$ cat src/rtl/ego_pkg.sv
package ego_pkg;

	// Longest zero prefix accepted before a code is flagged as an error
	localparam int unsigned MAX_PREFIX = 31;

	localparam int unsigned BYTE_W = 8;
	localparam int unsigned POS_W  = 3;
	localparam int unsigned ZC_W   = 6;
	localparam int unsigned VAL_W  = 32;

	localparam logic [POS_W-1:0] TOP_BIT = POS_W'(BYTE_W - 1);

	// Two-entry queues on both sides of the decoder
	localparam int unsigned Q_DEPTH = 2;
	localparam int unsigned Q_PTR_W = 1;
	localparam int unsigned Q_CNT_W = 2;

	typedef struct packed {
		logic [BYTE_W-1:0] data_byte;
		logic              start_of_stream;
	} in_item_t;

	typedef struct packed {
		logic [VAL_W-1:0] code_num;
		logic             prefix_error;
		logic             last_of_byte;
	} out_item_t;

	// Occupancy of a queue as seen by its neighbor
	typedef struct packed {
		logic full;
		logic empty;
	} q_status_t;

endpackage

$ cat src/rtl/exp_golomb_ue_decoder_core.sv
// Unsigned Exp-Golomb decoder. Bytes are pushed in and read most significant bit
// first; each finished code comes out as one transaction on the result side, in
// stream order, with last_of_byte set on the final code finished by a byte and
// prefix_error set (code_num zero) when a zero prefix runs past 31 bits. Setting
// start_of_stream drops any partial code before that byte. The decoder handles
// one bit per cycle while it is not stalled; that bit-serial step sets the
// sustained rate. Two-entry queues sit in front of and behind the decoder, so
// bytes are taken while results wait, and the decoder stalls only while a
// finished code cannot be written to a full result queue.
module exp_golomb_ue_decoder_core (
	input  logic               clk,
	input  logic               arst_n,
	input  logic               push,
	output logic               full,
	input  ego_pkg::in_item_t  item,
	output logic               empty,
	input  logic               pop,
	output ego_pkg::out_item_t result
);
	import ego_pkg::*;

	in_item_t  head;
	q_status_t fetch_status;
	logic      fetch_take;
	logic      res_wr;
	out_item_t res_item;
	q_status_t res_status;

	ego_front u_front (
		.clk    (clk),
		.arst_n (arst_n),
		.push   (push),
		.item   (item),
		.full   (full),
		.take   (fetch_take),
		.head   (head),
		.status (fetch_status)
	);

	ego_back u_back (
		.clk          (clk),
		.arst_n       (arst_n),
		.fetch        (head),
		.fetch_status (fetch_status),
		.fetch_take   (fetch_take),
		.res_wr       (res_wr),
		.res_item     (res_item),
		.res_status   (res_status)
	);

	ego_res_queue u_res (
		.clk     (clk),
		.arst_n  (arst_n),
		.wr      (res_wr),
		.wr_item (res_item),
		.status  (res_status),
		.pop     (pop),
		.result  (result)
	);

	assign empty = res_status.empty;

endmodule

$ cat src/rtl/ego_front.sv
module ego_front (
	input  logic             clk,
	input  logic             arst_n,
	input  logic             push,
	input  ego_pkg::in_item_t item,
	output logic             full,
	input  logic             take,
	output ego_pkg::in_item_t head,
	output ego_pkg::q_status_t status
);
	import ego_pkg::*;

	in_item_t             mem_q [Q_DEPTH];
	logic [Q_PTR_W-1:0]   wr_ptr_q;
	logic [Q_PTR_W-1:0]   rd_ptr_q;
	logic [Q_CNT_W-1:0]   cnt_q;
	logic                 do_wr;
	logic                 do_rd;

	assign status.full  = (cnt_q == Q_CNT_W'(Q_DEPTH));
	assign status.empty = (cnt_q == '0);
	assign full         = status.full;
	assign head         = mem_q[rd_ptr_q];

	assign do_wr = push && !status.full;
	assign do_rd = take && !status.empty;

	// Store accepted bytes
	always_ff @(posedge clk) begin
		if (do_wr) begin
			mem_q[wr_ptr_q] <= item;
		end
	end

	// Advance pointers and count
	always_ff @(posedge clk or negedge arst_n) begin
		if (!arst_n) begin
			wr_ptr_q <= '0;
			rd_ptr_q <= '0;
			cnt_q    <= '0;
		end else begin
			if (do_wr) begin
				wr_ptr_q <= wr_ptr_q + 1'b1;
			end
			if (do_rd) begin
				rd_ptr_q <= rd_ptr_q + 1'b1;
			end
			if (do_wr && !do_rd) begin
				cnt_q <= cnt_q + 1'b1;
			end else if (do_rd && !do_wr) begin
				cnt_q <= cnt_q - 1'b1;
			end
		end
	end

endmodule

$ cat src/rtl/ego_res_queue.sv
module ego_res_queue (
	input  logic              clk,
	input  logic              arst_n,
	input  logic              wr,
	input  ego_pkg::out_item_t wr_item,
	output ego_pkg::q_status_t status,
	input  logic              pop,
	output ego_pkg::out_item_t result
);
	import ego_pkg::*;

	out_item_t            mem_q [Q_DEPTH];
	logic [Q_PTR_W-1:0]   wr_ptr_q;
	logic [Q_PTR_W-1:0]   rd_ptr_q;
	logic [Q_CNT_W-1:0]   cnt_q;
	logic                 do_wr;
	logic                 do_rd;

	assign status.full  = (cnt_q == Q_CNT_W'(Q_DEPTH));
	assign status.empty = (cnt_q == '0);
	assign result       = mem_q[rd_ptr_q];

	assign do_wr = wr && !status.full;
	assign do_rd = pop && !status.empty;

	// Store finished codes
	always_ff @(posedge clk) begin
		if (do_wr) begin
			mem_q[wr_ptr_q] <= wr_item;
		end
	end

	// Advance pointers and count
	always_ff @(posedge clk or negedge arst_n) begin
		if (!arst_n) begin
			wr_ptr_q <= '0;
			rd_ptr_q <= '0;
			cnt_q    <= '0;
		end else begin
			if (do_wr) begin
				wr_ptr_q <= wr_ptr_q + 1'b1;
			end
			if (do_rd) begin
				rd_ptr_q <= rd_ptr_q + 1'b1;
			end
			if (do_wr && !do_rd) begin
				cnt_q <= cnt_q + 1'b1;
			end else if (do_rd && !do_wr) begin
				cnt_q <= cnt_q - 1'b1;
			end
		end
	end

endmodule

$ cat src/rtl/ego_back.sv
module ego_back (
	input  logic               clk,
	input  logic               arst_n,
	input  ego_pkg::in_item_t  fetch,
	input  ego_pkg::q_status_t fetch_status,
	output logic               fetch_take,
	output logic               res_wr,
	output ego_pkg::out_item_t res_item,
	input  ego_pkg::q_status_t res_status
);
	import ego_pkg::*;

	// Current byte and bit position
	logic              busy_q;
	logic [BYTE_W-1:0] byte_q;
	logic [POS_W-1:0]  pos_q;

	// Code state
	logic              in_suffix_q;
	logic [ZC_W-1:0]   zero_count_q;
	logic [VAL_W-1:0]  suffix_value_q;
	logic [ZC_W-1:0]   suffix_left_q;

	// Result held until it is known whether it closes its byte
	logic              pend_valid_q;
	logic              pend_done_q;
	logic [VAL_W-1:0]  pend_val_q;
	logic              pend_err_q;

	logic              cur_bit;
	logic              produces;
	logic [VAL_W-1:0]  new_val;
	logic              new_err;
	logic              step_go;
	logic              load;
	logic              last_bit;
	logic              in_suffix_n;
	logic [ZC_W-1:0]   zero_count_n;
	logic [VAL_W-1:0]  suffix_value_n;
	logic [ZC_W-1:0]   suffix_left_n;
	logic [ZC_W-1:0]   zc_inc;
	logic [VAL_W-1:0]  sv_shift;
	logic [ZC_W-1:0]   sl_dec;
	logic [VAL_W-1:0]  base;

	assign cur_bit  = byte_q[pos_q];
	assign last_bit = (pos_q == '0);
	assign zc_inc   = zero_count_q + 1'b1;
	assign sv_shift = {suffix_value_q[VAL_W-2:0], cur_bit};
	assign sl_dec   = (suffix_left_q != '0) ? suffix_left_q - 1'b1 : suffix_left_q;
	assign base     = (VAL_W'(1) << zero_count_q[4:0]) - VAL_W'(1);

	// Decode one bit of the current byte
	always_comb begin
		produces       = 1'b0;
		new_val        = '0;
		new_err        = 1'b0;
		in_suffix_n    = in_suffix_q;
		zero_count_n   = zero_count_q;
		suffix_value_n = suffix_value_q;
		suffix_left_n  = suffix_left_q;
		if (!in_suffix_q) begin
			if (!cur_bit) begin
				if (zc_inc > ZC_W'(MAX_PREFIX)) begin
					produces       = 1'b1;
					new_err        = 1'b1;
					zero_count_n   = '0;
					suffix_value_n = '0;
					suffix_left_n  = '0;
				end else begin
					zero_count_n = zc_inc;
				end
			end else if (zero_count_q == '0) begin
				produces       = 1'b1;
				suffix_value_n = '0;
				suffix_left_n  = '0;
			end else begin
				in_suffix_n    = 1'b1;
				suffix_left_n  = zero_count_q;
				suffix_value_n = '0;
			end
		end else begin
			suffix_value_n = sv_shift;
			suffix_left_n  = sl_dec;
			if (sl_dec == '0) begin
				produces       = 1'b1;
				new_val        = base + sv_shift;
				in_suffix_n    = 1'b0;
				zero_count_n   = '0;
				suffix_value_n = '0;
				suffix_left_n  = '0;
			end
		end
	end

	// Stall the bit step only when a held result must leave and the queue is full
	assign step_go = busy_q &&
		(!pend_valid_q || !res_status.full || (!pend_done_q && !produces));
	assign res_wr  = pend_valid_q && !res_status.full &&
		(pend_done_q || (step_go && produces));
	assign res_item.code_num     = pend_val_q;
	assign res_item.prefix_error = pend_err_q;
	assign res_item.last_of_byte = pend_done_q;

	assign load       = !fetch_status.empty && (!busy_q || (step_go && last_bit));
	assign fetch_take = load;

	// Capture the next byte
	always_ff @(posedge clk) begin
		if (load) begin
			byte_q <= fetch.data_byte;
		end
	end

	// Hold the pending result payload
	always_ff @(posedge clk) begin
		if (step_go && produces) begin
			pend_val_q <= new_val;
			pend_err_q <= new_err;
		end
	end

	// Advance bit position, code state and pending flags
	always_ff @(posedge clk or negedge arst_n) begin
		if (!arst_n) begin
			busy_q         <= 1'b0;
			pos_q          <= '0;
			in_suffix_q    <= 1'b0;
			zero_count_q   <= '0;
			suffix_value_q <= '0;
			suffix_left_q  <= '0;
			pend_valid_q   <= 1'b0;
			pend_done_q    <= 1'b0;
		end else begin
			if (load) begin
				busy_q <= 1'b1;
				pos_q  <= TOP_BIT;
			end else if (step_go) begin
				busy_q <= !last_bit;
				pos_q  <= pos_q - 1'b1;
			end

			if (load && fetch.start_of_stream) begin
				in_suffix_q    <= 1'b0;
				zero_count_q   <= '0;
				suffix_value_q <= '0;
				suffix_left_q  <= '0;
			end else if (step_go) begin
				in_suffix_q    <= in_suffix_n;
				zero_count_q   <= zero_count_n;
				suffix_value_q <= suffix_value_n;
				suffix_left_q  <= suffix_left_n;
			end

			if (step_go && produces) begin
				pend_valid_q <= 1'b1;
				pend_done_q  <= last_bit;
			end else begin
				if (res_wr) begin
					pend_valid_q <= 1'b0;
				end
				if (step_go && last_bit && pend_valid_q && !res_wr) begin
					pend_done_q <= 1'b1;
				end
			end
		end
	end

	a_wr_has_pend: assert property (@(posedge clk) disable iff (!arst_n)
		res_wr |-> pend_valid_q)
		else $error("result written with nothing pending");

	a_last_marks_done: assert property (@(posedge clk) disable iff (!arst_n)
		(step_go && produces && last_bit) |=> (pend_valid_q && pend_done_q))
		else $error("result from last bit not marked last of byte");

	a_suffix_len: assert property (@(posedge clk) disable iff (!arst_n)
		in_suffix_q |-> (zero_count_q != '0 && zero_count_q <= ZC_W'(MAX_PREFIX)))
		else $error("suffix read with bad prefix length");

	a_pos_step: assert property (@(posedge clk) disable iff (!arst_n)
		(step_go && !last_bit) |=> (busy_q && pos_q == $past(pos_q) - 1'b1))
		else $error("bit position did not advance");

endmodule
$ cat config.mk
export PLATFORM = sky130hd
export DESIGN_NAME = exp_golomb_ue_decoder_core
export DESIGN_NICKNAME = d
export VERILOG_FILES = /design/src/rtl/ego_pkg.sv /design/src/rtl/exp_golomb_ue_decoder_core.sv /design/src/rtl/ego_front.sv /design/src/rtl/ego_res_queue.sv /design/src/rtl/ego_back.sv
export SDC_FILE = /design/constraint.sdc
export NUM_CORES = 1
export LEC_CHECK = 0
export BUFFER_PORTS_ARGS = -buffer_cell sky130_fd_sc_hd__buf_4
export CAP_MARGIN = 20
export CELL_PAD_IN_SITES_DETAIL_PLACEMENT = 0
export CELL_PAD_IN_SITES_GLOBAL_PLACEMENT = 1
export CORE_ASPECT_RATIO = 0.75
export CORE_MARGIN = 2
export CORE_UTILIZATION = 30
export CTS_CLUSTER_SIZE = 30
export DETAILED_ROUTE_END_ITERATION = 6
export GPL_ROUTABILITY_DRIVEN = 0
export GPL_TIMING_DRIVEN = 0
export PLACE_DENSITY = 0.6
export SKIP_CTS_REPAIR_TIMING = 1
export SYNTH_ARGS = -nofsm -noshare
export SYNTH_HDL_FRONTEND = slang
export SYNTH_SLANG_ARGS = --single-unit
$ cat constraint.sdc
create_clock -name clk -period 16.3 [get_ports clk]
set_input_delay 1.63 -clock clk [delete_from_list [all_inputs] [get_ports clk]]
set_output_delay 1.63 -clock clk [all_outputs]
set_load 0.02 [all_outputs]
==> flow_summary.toml, run 1 <==
[run_status]
outcome = "finished clean"

[clock_network]
cts_tree = "yes"
numClockSinks = 185
cts_buffers = 17
cts_buffer_depth = 2
clk_latency_ns = 0.44
cts_root_buf = "clkbuf_16"
htreeDepth = 4
clk_pin_slew_ns = 0.08

[detailed_routing]
drcViolationCount = 0
vias = 6436
finalWirelength_mm = 22.11
avgViaCountPerCell = 4.607
antenna_left = 0
wl_per_cell_um = 15.83
drt_first_pass_iters = 5
drt_iter0_drc = 449

[sta]
finalMaxSlewViolations = 0
finalSetupTns_ns = 0
tightest_slew_ns = 0.8496
rsz0062_at_grt = "no"
fmax_ghz = 0.2042
slew_headroom_pct = 43.36
period_share_pct = 30.04
final_hold_viol_count = 0
setup-violations-final = 0
setup_slack_ns = 11.40
fin_crit_ns = 4.896
skew_ns = 0.01255

[yosys]
ys.flop_type = "edfxtp_1"
ys_seq_area_share_pct = 52.69
synth_top_area_share_pct = 38.16
async_flop_share_pct = 31.35
synth_edf_count = 127
syn-cell-area_mm2 = 0.009993
yosysUniqueCellTypes = 70
synth.largest_area_cell = "edfxtp_1"
synthCells = 873
syn_avg_cell_area_um2 = 11.45
synth-seq-cells = 185
ys_top_cells_by_area = "edfxtp_1 38%, dfrtp_1 15%, ha_1 9.1%"
syn_nets = 960
yosys_warnings = 0

[setup_path]
worst_setup_path_start_kind = "register"
cp-end-kind = "register"
crit_fanout = 10
critPathRequiredTime_ns = 16.47
path_cells = "clkbuf_1, buf_1, inv_1, ha_1, nand2_1, ha_1, inv_1, ha_1, a211o_1, a2111oi_0, o21ai_0, nor4b_1, o41a_1, nor3_1, or3b_2"
cpPeakStageDelay_ns = 0.52
cpLargestDelayFamily = "compound AO/OA/AOI/OAI gates"
crit_buf_inv = 4
path_class = "reg2reg"
cp_data_arrival_time_ns = 5.07
cpMaxStageDelayCell = "a2111oi_0"
cpMostUsedCell = "ha_1"

[die]
die_area_mm2 = 0.03480
start_util_pct = 30.66
die_h_um = 162.1
row_count = 57
die_w_um = 214.8
core_mm2 = 0.03259
ioPinCount = 49

[place]
dp_hpwl_mm = 16.77
port_buffers = 48
dp.cells = 1364
pre_cts_ws_ns = 11.35

[global_route]
grt_max_degree = 59
busiest_layer = "met1"
grt_use_met2_pct = 17.86
gr-usage-met1_pct = 21.73
grt_overflow = 0
grt_use_total_pct = 13.33
grt_pass1_wl_mm = 36.29
met3_usage_pct = 2.491
antenna_found_initial = 0
grt_pass1_vias = 6446

[cells_and_area]
utilization_pct = 35.45
syn_to_final_growth_pct = 15.63
final_common_cell = "edfxtp_1"
fin_nets = 1029
finalNonFillerCells = 1397
multiInputGateArea_mm2 = 0.004141
diodes = 0
seqCellArea_mm2 = 0.005265
layout-drive-gt1-share_pct = 16.75
mostFrequentLayoutCells = "127 x edfxtp_1, 112 x inv_1, 73 x ha_1"
nFillCells = 3250

[power]
pwr_density_cell_mw_per_mm2 = 227.7
vdd.ir_drop.worst_mv = 0.09526
p_leak_nw = 4.800

[min_path]
min_path_type = "reg2reg"

[flow_run]
maxCapViolations = 0
## cells by family (layout without fill, tap and decap cells)
family | after synthesis | count (layout) | share of synthesized area [%]
AOI/OAI and AO/OA | 159 | 159 | 11.37
xor gates and xnor gates | 29 | 29 | 2.542
adders and majority gates | 74 | 74 | 9.340
buffers and inverters | 144 | 226 | 5.972
DFF | 185 | 185 | 52.69
muxes | 56 | 56 | 6.448
and+or+nand+nor | 226 | 226 | 11.64
## synth_stat cells, types with 18 or more instances
master and count:
dfrtp_1 58, xnor2_1 18, nor3_1 20, a21oi_1 33, edfxtp_1 127, nor2_1 49
o21ai_0 24, inv_1 112, mux2_2 43, nand3_1 31, a22o_1 31, nand2_1 50
ha_1 73
## registers in the layout, indices dropped and copies added (netlist names), 3 cells and up
signal / cells
u_back.suffix_left_q: 6
u_back.byte_q: 8
u_res.mem_q: 68
u_front.mem_q: 18
u_back.zero_count_q: 6
u_back.pend_val_q: 32
u_back.suffix_value_q: 31
u_back.pos_q: 3
## layer usage
layer,vias to the layer above,wire length [um],part of all wire [%]
met4,0,169,0.76
met3,12,615,2.8
met1,3074,12840,58
met5,-,0,0
met2,92,8488,38
li1,3258,-,-
## path summary, 6_finish.rpt
path	to	depth (start not counted)	start	slack, ns
hold reg to reg	u_res.mem_q[0][7]$_DFFE_PP_	0	u_back.pend_val_q[5]$_SDFFCE_PN0P_	0.45
setup / recovery	u_back.pend_val_q[31]$_SDFFCE_PN0P_	15	u_back.zero_count_q[2]$_DFFE_PN0P_	11.40
hold / removal	u_res.mem_q[0][7]$_DFFE_PP_	0	u_back.pend_val_q[5]$_SDFFCE_PN0P_	0.45
min in group asynchronous	u_res.rd_ptr_q$_DFFE_PN0P_	1	arst_n	1.25
max in group asynchronous	u_back.suffix_value_q[18]$_DFFE_PN0P_	1	arst_n	14.49
setup reg to reg	u_back.pend_val_q[31]$_SDFFCE_PN0P_	15	u_back.zero_count_q[2]$_DFFE_PN0P_	11.40
## power by group
part	switching (mW)	leakage, nW	internal (mW)
registers	0.0751	1.94	0.722
logic	0.828	2.57	0.582
clock network	0.213	0.293	0.211
total	1.12	4.80	1.51
## area by class of cell
| cell class | instances | area share, % |
|---|---|---|
| Tap cell | 442 | 4.786 |
| Clock inverter | 15 | 1.559 |
| Sequential cell | 185 | 45.57 |
| Timing Repair Buffer | 50 | 3.400 |
| Buffer | 31 | 1.494 |
| Clock buffer | 17 | 3.682 |
| Multi-Input combinational cell | 544 | 35.84 |
| Inverter | 113 | 3.671 |
## stage by stage
stage,hold WS (ns),total power [mW],area [um^2]
global route,0.4556,2.835,11550
CTS,0.4420,2.650,11550
global placement,0.4258,2.212,10910
floorplan,0.4215,1.805,9993
finish,0.4452,2.631,11550
detailed placement,0.4290,2.215,10940
Power figures use the tool's default switching activity.
==> inputs of run 2 (changes only) <==
--- a/config.mk
+++ b/config.mk
@@ -16,7 +16,7 @@
 export DETAILED_ROUTE_END_ITERATION = 6
 export GPL_ROUTABILITY_DRIVEN = 0
 export GPL_TIMING_DRIVEN = 0
-export PLACE_DENSITY = 0.6
+export PLACE_DENSITY = 0.61
 export SKIP_CTS_REPAIR_TIMING = 1
 export SYNTH_ARGS = -nofsm -noshare
 export SYNTH_HDL_FRONTEND = slang
==> constraint.sdc (replaced) <==
create_clock -name clk -period 4.3 [get_ports clk]
set_input_delay 0.43 -clock clk [delete_from_list [all_inputs] [get_ports clk]]
set_output_delay 0.43 -clock clk [all_outputs]
set_load 0.02 [all_outputs]
==> flow_summary.toml, run 2 (synthesis results as in run 1) <==
[setup_path]
cp.depth = 15
cp-end-kind = "register"
r2r_cells = 15
cp_data_arrival_time_ns = 4.36
crit_buf_inv = 4
path_cells = "buf_2, clkbuf_4, inv_1, ha_1, nand2_1, ha_1, inv_1, ha_1, a211o_1, a2111oi_2, o21ai_1, nor4b_4, o41a_1, nor3_1, or3b_2"
reg2reg_to = "u_back.pend_val_q[31]$_SDFFCE_PN0P_"
worst_setup_path_start_kind = "register"
r2r-start = "u_back.zero_count_q[2]$_DFFE_PN0P_"
cpMostUsedCell = "ha_1"
r2r_setup_slack_ns = 0.11
endpoint = "u_back.pend_val_q[31]$_SDFFCE_PN0P_"
path_class = "reg2reg"
crit_fanout = 10
cpLargestDelayFamily = "compound AO/OA/AOI/OAI gates"
cpMaxStageDelayCell = "or3b_2"
critPathRequiredTime_ns = 4.48
setup.worst_path.start = "u_back.zero_count_q[2]$_DFFE_PN0P_"
cpPeakStageDelay_ns = 0.46

[sta]
setup-violations-final = 0
final_hold_viol_count = 0
setup_slack_ns = 0.1150
period_share_pct = 97.33
finalMaxSlewViolations = 0
slew_headroom_pct = 42.19
fmax_ghz = 0.2389
skew_ns = 0.02294
tightest_slew_ns = 0.8593
rsz0062_at_grt = "yes"
fin_crit_ns = 4.185

[detailed_routing]
drt_first_pass_iters = 5
drcViolationCount = 0
wl_per_cell_um = 16.10
vias = 6423
avgViaCountPerCell = 4.601
antenna_left = 0
drt_iter0_drc = 473
finalWirelength_mm = 22.48

[global_route]
grt_max_degree = 59
grt_use_total_pct = 13.12
antenna_found_initial = 0
grt_overflow = 0
grt_pass1_wl_mm = 35.44
grt_pass1_vias = 6050

[die]
die_w_um = 214.8
ioPinCount = 49
core_mm2 = 0.03259
die_area_mm2 = 0.03480
row_count = 57
start_util_pct = 30.66
die_h_um = 162.1

[min_path]
min_path_type = "in2async"

[cells_and_area]
reg.largest.list = "u_res.mem_q x68, u_back.pend_val_q x32, u_back.suffix_value_q x31"
largest_register = "u_res.mem_q"
finalNonFillerCells = 1396
final_common_cell = "edfxtp_1"
mostFrequentLayoutCells = "127 x edfxtp_1, 111 x inv_1, 71 x ha_1"
layout-drive-gt1-share_pct = 18.87
largest_register_ffs = 68
diodes = 0
fin_nets = 1028
syn_to_final_growth_pct = 16.65
utilization_pct = 35.77

[clock_network]
cts_buffers = 17
numClockSinks = 185
clk_pin_slew_ns = 0.08
htreeDepth = 4
cts_tree = "yes"
cts_root_buf = "clkbuf_16"
cts_buffer_depth = 2
clk_latency_ns = 0.45

[power]
vdd.ir_drop.worst_mv = 0.4112
p_total_mw = 10.23
pwr_density_cell_mw_per_mm2 = 877.6
p_leak_nw = 4.844

[flow_run]
maxCapViolations = 0

[place]
pre_cts_ws_ns = -0.6270
dp.cells = 1363
dp_hpwl_mm = 16.45
port_buffers = 48

[run_status]
outcome = "finished clean"
-- run 2: report_power, final --
group          leakage, nW  switching, mW  internal (mW)  total, mW
Combinational         2.61           3.19           2.36       5.56
Clock                0.300          0.844          0.811       1.65
Sequential            1.94          0.285           2.73       3.02
Total                 4.84           4.32           5.91       10.2
-- run 2: per-layer routing --
| layer | GRT usage, % | vias up | wire (um) |
|---|---|---|---|
| met4 | 3.314 | 0 | 207 |
| met5 | 0 | - | 0 |
| met1 | 21.67 | 3041 | 12810 |
| li1 | - | 3265 | - |
| met3 | 2.266 | 13 | 766 |
| met2 | 17.05 | 104 | 8701 |
-- run 2: worst reg2reg max path: cells and delay by family, from the launching register on --
family / cells / cell delay (ns)
AO/OA/AOI/OAI: 4 / 1.18
AND/OR/NAND/NOR: 4 / 0.97
adder cells (fa/ha/maj): 3 / 0.75
buffers and inverters: 4 / 0.62
flip-flops: 1 / 0.40
-- run 2: metrics by stage --
step           hold WS, ns  instance area (um^2)  setup TNS [ns]
2_1_floorplan       0.1344                 10000               0
3_3_place_gp        0.4256                 10920          -44.08
3_5_place_dp        0.4296                 10920          -23.07
4_1_cts            0.09568                 11540          -24.48
5_1_grt             0.1227                 11660         -0.1059
6_report           0.06071                 11660               0
-- run 2: how the worst min path moves through the flow --
stage / start / endpoint / slack [ns]
6_report: arst_n / u_res.rd_ptr_q$_DFFE_PN0P_ / 0.06
5_1_grt: arst_n / u_res.rd_ptr_q$_DFFE_PN0P_ / 0.12
3_5_place_dp: u_back.pend_val_q[16]$_SDFFCE_PN0P_ / u_res.mem_q[0][18]$_DFFE_PP_ / 0.43
3_3_place_gp: u_back.pend_val_q[11]$_SDFFCE_PN0P_ / u_res.mem_q[0][13]$_DFFE_PP_ / 0.43
4_1_cts: arst_n / u_res.rd_ptr_q$_DFFE_PN0P_ / 0.1
2_1_floorplan: arst_n / u_back.busy_q$_DFFE_PN0P_ / 0.13
-- run 2: area by class of cell --
cell class / instances / area, um^2
clock inverters: 15 / 200.2
flip-flops and latches: 185 / 5268
well taps: 442 / 553.0
clock buffers: 17 / 425.4
repair buffers: 49 / 367.9
multi-input cells: 545 / 4242
fillers: 3223 / 20940
plain buffers: 30 / 177.7
inverters: 113 / 424.2
==> inputs of run 3 (changes only) <==
--- a/config.mk
+++ b/config.mk
@@ -10,13 +10,13 @@
 export CELL_PAD_IN_SITES_DETAIL_PLACEMENT = 0
 export CELL_PAD_IN_SITES_GLOBAL_PLACEMENT = 1
 export CORE_ASPECT_RATIO = 0.75
-export CORE_MARGIN = 2
 export CORE_UTILIZATION = 30
 export CTS_CLUSTER_SIZE = 30
 export DETAILED_ROUTE_END_ITERATION = 6
 export GPL_ROUTABILITY_DRIVEN = 0
 export GPL_TIMING_DRIVEN = 0
 export PLACE_DENSITY = 0.61
+export RECOVER_POWER = 100
 export SKIP_CTS_REPAIR_TIMING = 1
 export SYNTH_ARGS = -nofsm -noshare
 export SYNTH_HDL_FRONTEND = slang
==> flow_summary.toml, run 3 (synthesis results as in run 1) <==
[setup_path]
crit_buf_inv = 2
r2r_cells = 15
r2r-start = "u_back.zero_count_q[1]$_DFFE_PN0P_"
cpLargestDelayFamily = "simple AND/OR/NAND/NOR gates"
cp_data_arrival_time_ns = 4.26
path_class = "reg2reg"
critPathRequiredTime_ns = 4.47
r2r_setup_slack_ns = 0.21
cp-end-kind = "register"
crit_fanout = 6
cpPeakStageDelay_ns = 0.47
reg2reg_to = "u_back.pend_val_q[31]$_SDFFCE_PN0P_"
worst_setup_path_start_kind = "register"
path_cells = "inv_1, ha_2, nor2b_4, nand2_1, ha_1, inv_1, ha_1, fa_1, a21oi_2, o211ai_1, and4_4, nor4b_4, o41a_1, nor3_1, or3b_2"
cpMaxStageDelayCell = "or3b_2"

[detailed_routing]
vias = 6478
drt_iter0_drc = 397
avgViaCountPerCell = 4.640
drt_first_pass_iters = 5
antenna_left = 0
finalWirelength_mm = 22.45
drcViolationCount = 0
wl_per_cell_um = 16.08

[sta]
finalSetupTns_ns = 0
period_share_pct = 95.16
final_hold_viol_count = 0
finalMaxSlewViolations = 59
skew_ns = 0.01372
rsz0062_at_grt = "yes"
fin_crit_ns = 4.092
setup-violations-final = 0
whs_ns = 0.1987
fmax_ghz = 0.2444
slew_headroom_pct = -124.3
setup_slack_ns = 0.2082
tightest_slew_ns = 3.365

[clock_network]
clk_pin_slew_ns = 0.08
cts_buffers = 17
cts_buffer_depth = 2
clk_latency_ns = 0.44
cts_root_buf = "clkbuf_16"
cts_tree = "yes"
numClockSinks = 185
htreeDepth = 4

[cells_and_area]
finalNonFillerCells = 1396
reg.largest.list = "u_res.mem_q x68, u_back.pend_val_q x32, u_back.suffix_value_q x31"
fin_nets = 1028
mostFrequentLayoutCells = "127 x edfxtp_1, 111 x inv_1, 70 x ha_1"
post-route-cell-area_mm2 = 0.01154
largest_register = "u_res.mem_q"
nFillCells = 3248
diodes = 0
final_common_cell = "edfxtp_1"
syn_to_final_growth_pct = 15.47
largest_register_ffs = 68
utilization_pct = 35.41
layout-drive-gt1-share_pct = 14.26

[power]
p_total_mw = 10.08
pwr_density_cell_mw_per_mm2 = 873.8
p_seq_share_pct = 30.1
vdd.ir_drop.worst_mv = 0.3697
p_comb_share_pct = 53.5
p_switching_mw = 4.337
switching_share_pct = 43.01
internal-power_mw = 5.746
p_leak_nw = 4.706
pwr-share-clk_pct = 16.4

[place]
pre_cts_ws_ns = -0.5490
dp.cells = 1363
place_area_mm2 = 0.01092
port_buffers = 48
dp_hpwl_mm = 16.27

[min_path]
min_path_type = "in2reg"
hold_end = "u_front.mem_q[0][3]$_DFFE_PP_"
min_from = "item[3]"
min_path_cells = 1

[global_route]
grt_use_total_pct = 13.37
grt_pass1_vias = 6281
grt_pass1_wl_mm = 35.49
grt_max_degree = 59
grt_overflow = 0
antenna_found_initial = 0

[flow_run]
maxCapViolations = 1

[die]
core_mm2 = 0.03259
die_area_mm2 = 0.03405
row_count = 57
ioPinCount = 49
die_h_um = 160.1
die_w_um = 212.8
start_util_pct = 30.66

[run_status]
violations = "capacitance limit, slew limit"
outcome = "complete, but fails checks"
==> run 3: cell count changes in the layout (fill, tap and decap cells not counted), moves of 2 or more <==
cell / before / now
buf_4: 53 / 11
clkbuf_1: 11 / 50
clkbuf_4: 1 / 8
mux2_1: 0 / 6
mux2_2: 43 / 37
inv_8: 4 / 1
buf_2: 3 / 1
clkinv_8: 4 / 6
==> run 3: routing by layer <==
metal / vias up / global-route usage (%) / share of wire (%)
li1: 3251 / - / -
met3: 8 / 2.596 / 3.6
met2: 109 / 17.81 / 39
met5: - / 0 / 0
met4: 0 / 2.616 / 0.44
met1: 3110 / 21.75 / 57
==> run 3: how the worst max path moves through the flow <==
stage,startpoint,endpoint,slack (ns),cells after the start
floorplan,u_back.zero_count_q[0]$_DFFE_PN0P_,u_res.mem_q[1][0]$_DFFE_PP_,0.25,9
global placement,u_back.zero_count_q[0]$_DFFE_PN0P_,u_res.mem_q[1][19]$_DFFE_PP_,-0.79,9
detailed placement,u_back.zero_count_q[2]$_DFFE_PN0P_,u_back.pend_val_q[31]$_SDFFCE_PN0P_,-0.55,15
CTS,u_back.zero_count_q[2]$_DFFE_PN0P_,u_back.pend_val_q[31]$_SDFFCE_PN0P_,-0.58,15
global route,u_back.pos_q[0]$_DFFE_PN0P_,u_back.pend_val_q[31]$_SDFFCE_PN0P_,-0.02,14
finish,u_back.zero_count_q[1]$_DFFE_PN0P_,u_back.pend_val_q[31]$_SDFFCE_PN0P_,0.21,15
==> run 3: power by group through the flow <==
stage,clock network [mW],registers [mW],logic [mW]
floorplan,0,2.95,3.89
global placement,0,3.04,5.32
detailed placement,0,3.07,5.28
CTS,1.68,3.04,5.32
global route,1.75,3.10,5.99
finish,1.65,3.04,5.39
==> run 3: cell type report <==
type / instances / area (um^2) / area share, %
repair buffers: 49 / 236.5 / 2.049
multi-input cells: 545 / 4250 / 36.83
well taps: 442 / 553.0 / 4.792
clock inverters: 15 / 207.7 / 1.800
flip-flops and latches: 185 / 5269 / 45.66
plain buffers: 30 / 173.9 / 1.507
clock buffers: 17 / 425.4 / 3.686
inverters: 113 / 424.2 / 3.676
